--- src/design/max_weight_bipartite_matching_top_defines.svh ---
// ---------------------------------------------------------------------------
// max_weight_bipartite_matching_top_defines
// assertion macros shared by the matching block
// ---------------------------------------------------------------------------
`ifndef MAX_WEIGHT_BIPARTITE_MATCHING_TOP_DEFINES_SVH
`define MAX_WEIGHT_BIPARTITE_MATCHING_TOP_DEFINES_SVH
`ifndef SYNTHESIS
// property checked at the same edge
`define MWBM_ASSERT_NOW(lbl, clk, rst_n, prop, msg) \
  lbl: assert property (@(posedge clk) disable iff (!rst_n) (prop)) else $error(msg);
// consequent checked at the following edge
`define MWBM_ASSERT_NEXT(lbl, clk, rst_n, ante, cons, msg) \
  lbl: assert property (@(posedge clk) disable iff (!rst_n) (ante) |=> (cons)) else $error(msg);
`else
`define MWBM_ASSERT_NOW(lbl, clk, rst_n, prop, msg)
`define MWBM_ASSERT_NEXT(lbl, clk, rst_n, ante, cons, msg)
`endif
`endif

--- src/design/mwbm_pkg.sv ---
// ---------------------------------------------------------------------------
// mwbm_pkg
// shared constants, codes and controller/datapath types
// ---------------------------------------------------------------------------
`default_nettype none
package mwbm_pkg;

  localparam int MAX_VERTICES = 16;
  localparam int VIDX_W       = $clog2(MAX_VERTICES);
  localparam int VCNT_W       = VIDX_W + 1;
  localparam int ADDR_W       = 2 * VIDX_W;
  localparam int LABEL_W      = 36;
  localparam int WEIGHT_W     = 21;
  localparam int TOTAL_W      = 33;
  localparam int SIZE_W       = 5;

  localparam logic signed [LABEL_W-1:0] ABSENT_LABEL = -36'sd268435456;

  // input item operation codes
  typedef enum logic [1:0] {
    OPC_CLEAR = 2'd0,
    OPC_WRITE = 2'd1,
    OPC_SOLVE = 2'd2,
    OPC_NONE  = 2'd3
  } in_op_t;

  // controller states
  typedef enum logic [3:0] {
    ST_IDLE,
    ST_MAX_RD,
    ST_MAX_CMP,
    ST_PSTART,
    ST_SCAN,
    ST_CHK,
    ST_POP,
    ST_AUG,
    ST_ADJ_RD,
    ST_ADJ_CMP,
    ST_APPLY,
    ST_TOT,
    ST_OUT
  } ctrl_state_t;

  // datapath commands
  typedef enum logic [4:0] {
    OP_NONE,
    OP_CLEAR,
    OP_WRITE,
    OP_INIT,
    OP_MAX_RD,
    OP_MAX_ACC,
    OP_PSTART,
    OP_SCAN_SKIP,
    OP_SCAN_RD,
    OP_HIT_FREE,
    OP_HIT_DESC,
    OP_HIT_STAY,
    OP_MISS,
    OP_POP,
    OP_AUG,
    OP_ADJ_INIT,
    OP_ADJ_SKIP_ROW,
    OP_ADJ_SKIP_COL,
    OP_ADJ_RD,
    OP_ADJ_ACC,
    OP_APPLY,
    OP_TOT,
    OP_EMIT
  } dp_op_t;

  // datapath status
  typedef struct packed {
    logic scan_end;
    logic col_vis;
    logic row_vis;
    logic eq_hit;
    logic partner_free;
    logic can_desc;
    logic depth_zero;
    logic ri_last;
    logic ci_last;
    logic start_last;
    logic out_free;
  } dp_status_t;

endpackage
`default_nettype wire

--- src/design/mwbm_ctrl.sv ---
// ---------------------------------------------------------------------------
// mwbm_ctrl
// solve sequencer: steps the datapath through labelling, search and output
// ---------------------------------------------------------------------------
`default_nettype none
module mwbm_ctrl (
  input  logic                 clk,
  input  logic                 rst_n,
  input  logic                 in_valid,
  input  mwbm_pkg::in_op_t     in_op,
  output logic                 in_stall,
  input  mwbm_pkg::dp_status_t st,
  output mwbm_pkg::dp_op_t     cmd
);
  import mwbm_pkg::*;

  ctrl_state_t state_r;
  ctrl_state_t state_nxt;

  // state register
  always_ff @(posedge clk) begin
    if (!rst_n) begin
      state_r <= ST_IDLE;
    end else begin
      state_r <= state_nxt;
    end
  end

  // next state and commands
  always_comb begin
    state_nxt = state_r;
    cmd       = OP_NONE;
    in_stall  = (state_r != ST_IDLE);
    unique case (state_r)
      ST_IDLE: begin
        if (in_valid) begin
          unique case (in_op)
            OPC_CLEAR: cmd = OP_CLEAR;
            OPC_WRITE: cmd = OP_WRITE;
            OPC_SOLVE: begin
              cmd       = OP_INIT;
              state_nxt = ST_MAX_RD;
            end
            OPC_NONE:  cmd = OP_NONE;
            default:   cmd = OP_NONE;
          endcase
        end
      end
      ST_MAX_RD: begin
        cmd       = OP_MAX_RD;
        state_nxt = ST_MAX_CMP;
      end
      ST_MAX_CMP: begin
        cmd       = OP_MAX_ACC;
        state_nxt = (st.ci_last && st.ri_last) ? ST_PSTART : ST_MAX_RD;
      end
      ST_PSTART: begin
        cmd       = OP_PSTART;
        state_nxt = ST_SCAN;
      end
      ST_SCAN: begin
        priority if (st.scan_end) begin
          state_nxt = ST_POP;
        end else if (st.col_vis) begin
          cmd = OP_SCAN_SKIP;
        end else begin
          cmd       = OP_SCAN_RD;
          state_nxt = ST_CHK;
        end
      end
      ST_CHK: begin
        priority if (!st.eq_hit) begin
          cmd       = OP_MISS;
          state_nxt = ST_SCAN;
        end else if (st.partner_free) begin
          cmd       = OP_HIT_FREE;
          state_nxt = ST_AUG;
        end else if (st.can_desc) begin
          cmd       = OP_HIT_DESC;
          state_nxt = ST_SCAN;
        end else begin
          cmd       = OP_HIT_STAY;
          state_nxt = ST_SCAN;
        end
      end
      ST_POP: begin
        if (st.depth_zero) begin
          cmd       = OP_ADJ_INIT;
          state_nxt = ST_ADJ_RD;
        end else begin
          cmd       = OP_POP;
          state_nxt = ST_SCAN;
        end
      end
      ST_AUG: begin
        cmd = OP_AUG;
        if (st.depth_zero) begin
          state_nxt = st.start_last ? ST_TOT : ST_PSTART;
        end
      end
      ST_ADJ_RD: begin
        priority if (!st.row_vis) begin
          cmd = OP_ADJ_SKIP_ROW;
          if (st.ri_last) begin
            state_nxt = ST_APPLY;
          end
        end else if (st.col_vis) begin
          cmd = OP_ADJ_SKIP_COL;
          if (st.ci_last && st.ri_last) begin
            state_nxt = ST_APPLY;
          end
        end else begin
          cmd       = OP_ADJ_RD;
          state_nxt = ST_ADJ_CMP;
        end
      end
      ST_ADJ_CMP: begin
        cmd       = OP_ADJ_ACC;
        state_nxt = (st.ci_last && st.ri_last) ? ST_APPLY : ST_ADJ_RD;
      end
      ST_APPLY: begin
        cmd       = OP_APPLY;
        state_nxt = ST_PSTART;
      end
      ST_TOT: begin
        cmd = OP_TOT;
        if (st.ri_last) begin
          state_nxt = ST_OUT;
        end
      end
      ST_OUT: begin
        if (st.out_free) begin
          cmd = OP_EMIT;
          if (st.ci_last) begin
            state_nxt = ST_IDLE;
          end
        end
      end
      default: state_nxt = ST_IDLE;
    endcase
  end

endmodule
`default_nettype wire

--- config.mk ---
export PLATFORM = sky130hd
export DESIGN_NAME = mwbm_ctrl
export DESIGN_NICKNAME = d
export VERILOG_FILES = /design/src/design/max_weight_bipartite_matching_top_defines.svh /design/src/design/mwbm_pkg.sv /design/src/design/mwbm_ctrl.sv
export SDC_FILE = /design/constraint.sdc
export NUM_CORES = 1
export LEC_CHECK = 0
export ABC_CLOCK_PERIOD_IN_PS = 4200
export BUFFER_PORTS_ARGS = -buffer_cell sky130_fd_sc_hd__buf_2
export CORE_AREA = 3 3 40 42
export DETAILED_ROUTE_END_ITERATION = 10
export DIE_AREA = 0 0 43 45
export GPL_TIMING_DRIVEN = 0
export HOLD_SLACK_MARGIN = 0.1
export PLACE_DENSITY = 0.82
export SYNTH_ARGS = -nofsm -noshare
export SYNTH_HDL_FRONTEND = slang
export SYNTH_SLANG_ARGS = --single-unit
--- constraint.sdc ---
create_clock -name clk -period 4.2 [get_ports clk]
set_clock_uncertainty 0.15 [all_clocks]
set_input_delay 0.42 -clock clk [delete_from_list [all_inputs] [get_ports clk]]
set_output_delay 0.42 -clock clk [all_outputs]
set_load 0.05 [all_outputs]
# Word-level counts from Yosys, hierarchy flattened

Cells that the tools add are included.

Reductions and logical operators: 5
Equal/unequal tests: 24
Muxes and demuxes: 31

Operator list:

| cell                                                   | number |
|---|---|
| one-hot mux 5 bit (13 select lines)                    | 1 |
| 2-to-1 mux 4 bit                                       | 16 |
| one-hot mux 4 bit (13 select lines)                    | 1 |
| == test 4 bit (second input constant)                  | 5 |
| one-hot mux 5 bit (4 select lines)                     | 1 |
| == test 4 x 3 -> 1 bit (second input constant)         | 4 |
| 2-to-1 mux 2 bit                                       | 8 |
| 2-to-1 mux 5 bit                                       | 2 |
| inequality test 2 bit (second input constant)          | 5 |
| AND reduction 9 bit                                    | 1 |
| == test 4 x 2 -> 1 bit (second input constant)         | 2 |
| inequality test 3 bit (second input constant)          | 2 |
| == test 2 bit (second input constant)                  | 2 |
| == test 4 x 1 -> 1 bit (second input constant)         | 1 |
| logical NOT 4 bit                                      | 1 |
| inequality test 4 bit (second input constant)          | 1 |
| nonzero test 4 bit                                     | 1 |
| 2-to-1 mux 3 bit                                       | 1 |
| == test 2 x 1 -> 1 bit (second input constant)         | 1 |
| logical NOT 2 bit                                      | 1 |
| inequality test 2 x 1 -> 1 bit (second input constant) | 1 |
| logical AND 1 bit                                      | 1 |
| 2-to-1 mux 1 bit                                       | 1 |

Word-level logic and storage cells: 61
Bits in registers: 4
Input port bits: 16

# Depth between registers and ports, before layout

Depth in word-level cells: 5
Depth in mapped cells: 7
Depth with buffers taken out: 7

# Worst setup path before layout

Ideal clock, no wire load.

Kind: reg2out
Start: register state_r[0]
End: output cmd[0]
Arrival: 1.757 ns
Slack: 1.873 ns
Buffers on the path: 1
Cell stages (with the launch flop): 5
Path through: dfxtp_1 buf_2 nor2b_1 nand3_1 o221ai_1

Longest elaborated chain between the ends: 2

RTL lines:

| what                                  | RTL line        | source |
|---|---|---|
| start, declared                       | mwbm_ctrl.sv:17 | `ctrl_state_t state_r;` |
| start signal, assigned                | mwbm_ctrl.sv:25 | `state_r <= state_nxt;` |
| == test 4 bit (tied with other cells) | mwbm_ctrl.sv:34 | `unique case (state_r)` |
| one-hot mux 5 bit (13 select lines) * | mwbm_ctrl.sv:34 |  |
| end, declared                         | mwbm_ctrl.sv:13 | `output mwbm_pkg::dp_op_t cmd` |

Every way passes the cells marked *; elsewhere a longest branch is shown, timed or not.

# Worst setup path in the final report

Start: register state_r[2]
End: output cmd[1]

Same word-level chain as after synthesis.

==> results_dict.tcl <==
set metrics [dict create \
    status "finished clean" \
    critPathMaxFanout 10 \
    vias 762 \
    yosysUniqueCellTypes 35 \
    vias_per_cell 6.05 \
    ios 22 \
    rr_worst_depth 6 \
    clockPowerShare 0.090 \
    h-tree-depth 1 \
    cts_max_path_buffers 2 \
    drc_errors 0 \
    max_slew_margin 0.639 \
    setup-tns-final_ps 0 \
    min_period_over_period 0.631 \
    gr-total-overflow 0 \
    wirelength_um 1660 \
    numClockSinks 4 \
    yosysWarnings 0 \
    async_flop_share 0 \
    root_buffer "clkbuf_4" \
    required_ps 3630 \
    cp_slowest_cell "dfxtp_1" \
    arrival_ps 2080 \
    vdd_ir_drop_max_uv 333 \
    critical_path.cell_chain "clkbuf_1 > nor2b_1 > o21ai_0 > nor2_1 > a311oi_1 > nand4_1 > buf_2" \
    finalMaxSlewViolations 0 \
    synth_ff_type "dfxtp_1" \
    p_per_area_nw_per_um2 735 \
    grt_antenna_before_repair 0 \
    swShare 0.589 \
    tightest_slew_ps 537 \
    rsz0062_at_grt "false" \
    initial_core_util 0.449 \
    io_buffers 21 \
    cts.repair.resized 0 \
    fin_hold_ws_ps 305 \
    place_congestion 0.943 \
    cts_tree "done" \
    wire_per_inst_um 13.2 \
    hpwl_um 1320 \
    start_kind "flop" \
    dieArea_sq_um 1940 \
    drtIter0Drc 55 \
    grt_usage 0.188 \
    setup_violations 0 \
    hold_depth 2 \
    hp-start "rst_n" \
    grt_pass1_vias 691 \
    ctsHoldBuffers 0 \
    synthCells 87 \
    path_class "reg2out" \
    p_leak_nw 0.310 \
    cts_buffers 3 \
    grt_pass1_wl_um 2820 \
    cp_slowest_stage_delay_ps 430 \
    grt_max_degree 11 \
    rows 13 \
    p_int_uw 219 \
    r2r_end "state_r[0]$_SDFFE_PN0P_" \
    r2r_start "state_r[3]$_SDFFE_PN0P_" \
    worstHoldEndpoint "state_r[1]$_SDFFE_PN0P_" \
    drv_cap 0 \
    finalHoldViolCount 0 \
    netlist_area_sq_um 577 \
    combPwrFrac 0.788 \
    placed_cell_area_sq_um 701 \
    fin_crit_ps 2650 \
    synth_seq_cells 4 \
    fmax_mhz 377 \
    cts_setup_buffers 0 \
    endpoint_kind "output port" \
    firstDrtPassIters 4 \
    design.core.area_sq_um 1280 \
    syn_avg_cell_area_sq_um 6.63 \
    synth-edff-count 0 \
    drive_gt1_frac 0.261 \
    p_sw_uw 313 \
    die_w_um 43 \
    pwr-share-seq 0.122 \
    clk_latency_ps 230 \
    min_path_type "in2reg" \
    final_area_sq_um 723 \
    top_register "state_r" \
    path_clk_slew_ps 40 \
    largest_reg_flops 4 \
    ff2ff_setup_slack_ps 2130 \
    area_delta_synth_final_pct 25.4 \
    reg_top3 "state_r: 4 flops" \
    power.total_uw 531 \
    diodes 0 \
    ys_seq_area_frac 0.139 \
    ant_nets 0 \
    dieHeight_um 45 \
    layout.nets 130 \
    synth_fp_nets 104 \
]
## kinds of logic (layout without fill, tap and decap cells)
kind of cell,count (synthesis),count (layout),synth area share
flops,4,4,0.139
buf+inv,10,34,0.0672
fa+ha+maj,1,1,0.0217
mux,1,1,0.0195
compound gates,28,28,0.351
simple gates,43,43,0.401
## metal layers
metal | wire length, um | global-route usage | part of all wire | up-vias
met5 | 0 | 0 | 0 | -
met4 | 0 | 0.0482 | 0 | 0
met3 | 176 | 0.0398 | 0.11 | 0
met2 | 818 | 0.335 | 0.49 | 43
met1 | 665 | 0.230 | 0.40 | 337
li1 | - | - | - | 382
## worst max path at each step
stage	start	end	cells past startpoint
2_1_floorplan	state_r[0]$_SDFFE_PN0P_	cmd[0]	4
3_3_place_gp	state_r[2]$_SDFFE_PN0P_	cmd[1]	7
6_report	state_r[2]$_SDFFE_PN0P_	cmd[1]	7
4_1_cts	state_r[2]$_SDFFE_PN0P_	cmd[1]	7
5_1_grt	state_r[2]$_SDFFE_PN0P_	cmd[1]	7
3_5_place_dp	state_r[2]$_SDFFE_PN0P_	cmd[1]	7
## cells in the mapped netlist, types with 3 or more instances
library cell,n,area (sq um)
nand2b_1,3,18.8
o21ai_0,5,25.0
dfxtp_1,4,80.1
clkbuf_1,4,15.0
nand3_1,5,25.0
a21oi_1,6,30.0
nand2_1,10,37.5
inv_1,5,18.8
nand4_1,3,18.8
nor2b_1,6,37.5
nor2_1,7,26.3
## metrics by stage
stage          std cells  utilization  setup WS, ps
3_3_place_gp         123        0.545          1840
6_report             126        0.563          1550
3_5_place_dp         123        0.545          1840
2_1_floorplan         87            -          1870
4_1_cts              126        0.563          1570
5_1_grt              126        0.563          1320
## critical path: cells and delay by family, from the launching register on
family	cells	cell delay, ps
AO/OA/AOI/OAI	2	200
flip-flops	1	430
AND/OR/NAND/NOR	3	570
buffers and inverters	2	640
## cell type report
class	instances	area, sq um
flip-flops and latches	4	80.1
plain buffers	5	20.0
fillers	128	562
multi-input cells	73	458
well taps	15	18.8
inverters	5	18.8
repair buffers	21	105
clock buffers	3	22.5
## power by group through the flow
stage                     registers (mW)  clock network, mW  logic, mW
after CTS                         0.0650             0.0489      0.417
final                             0.0651             0.0477      0.419
after detailed placement          0.0658                  0      0.416
after global routing              0.0663             0.0529      0.457
after global placement            0.0653                  0      0.409
after floorplan                   0.0620                  0      0.331
## cells in the final DEF (no fill, tap or decap)
master / netlist / layout
nand4_1: 3 / 3
buf_2: 1 / 22
ha_1: 1 / 1
mux2_2: 1 / 1
nand4b_1: 2 / 2
nand3_1: 5 / 5
a21oi_1: 6 / 6
a211oi_1: 2 / 2
o22ai_1: 2 / 2
a22oi_1: 2 / 2
dfxtp_1: 4 / 4
a32oi_1: 1 / 1
nor3_1: 1 / 1
and2_1: 1 / 1
o221ai_1: 1 / 1
clkbuf_1: 4 / 4
a21bo_2: 1 / 1
o211ai_1: 1 / 1
nand2_1: 10 / 10
o21ai_0: 5 / 5
a41oi_1: 1 / 1
inv_1: 5 / 5
a31oi_1: 1 / 1
a2111oi_2: 1 / 1
nand2b_1: 3 / 3
nor4_1: 1 / 1
a221oi_1: 1 / 1
nor2_1: 7 / 7
or3_1: 1 / 1
and4_1: 1 / 1
clkbuf_4: 0 / 3
nor4b_1: 1 / 1
o221a_1: 2 / 2
nor2b_1: 6 / 6
a311oi_1: 1 / 1
and2_4: 1 / 1
No activity file was read; power rests on OpenSTA's default activity.
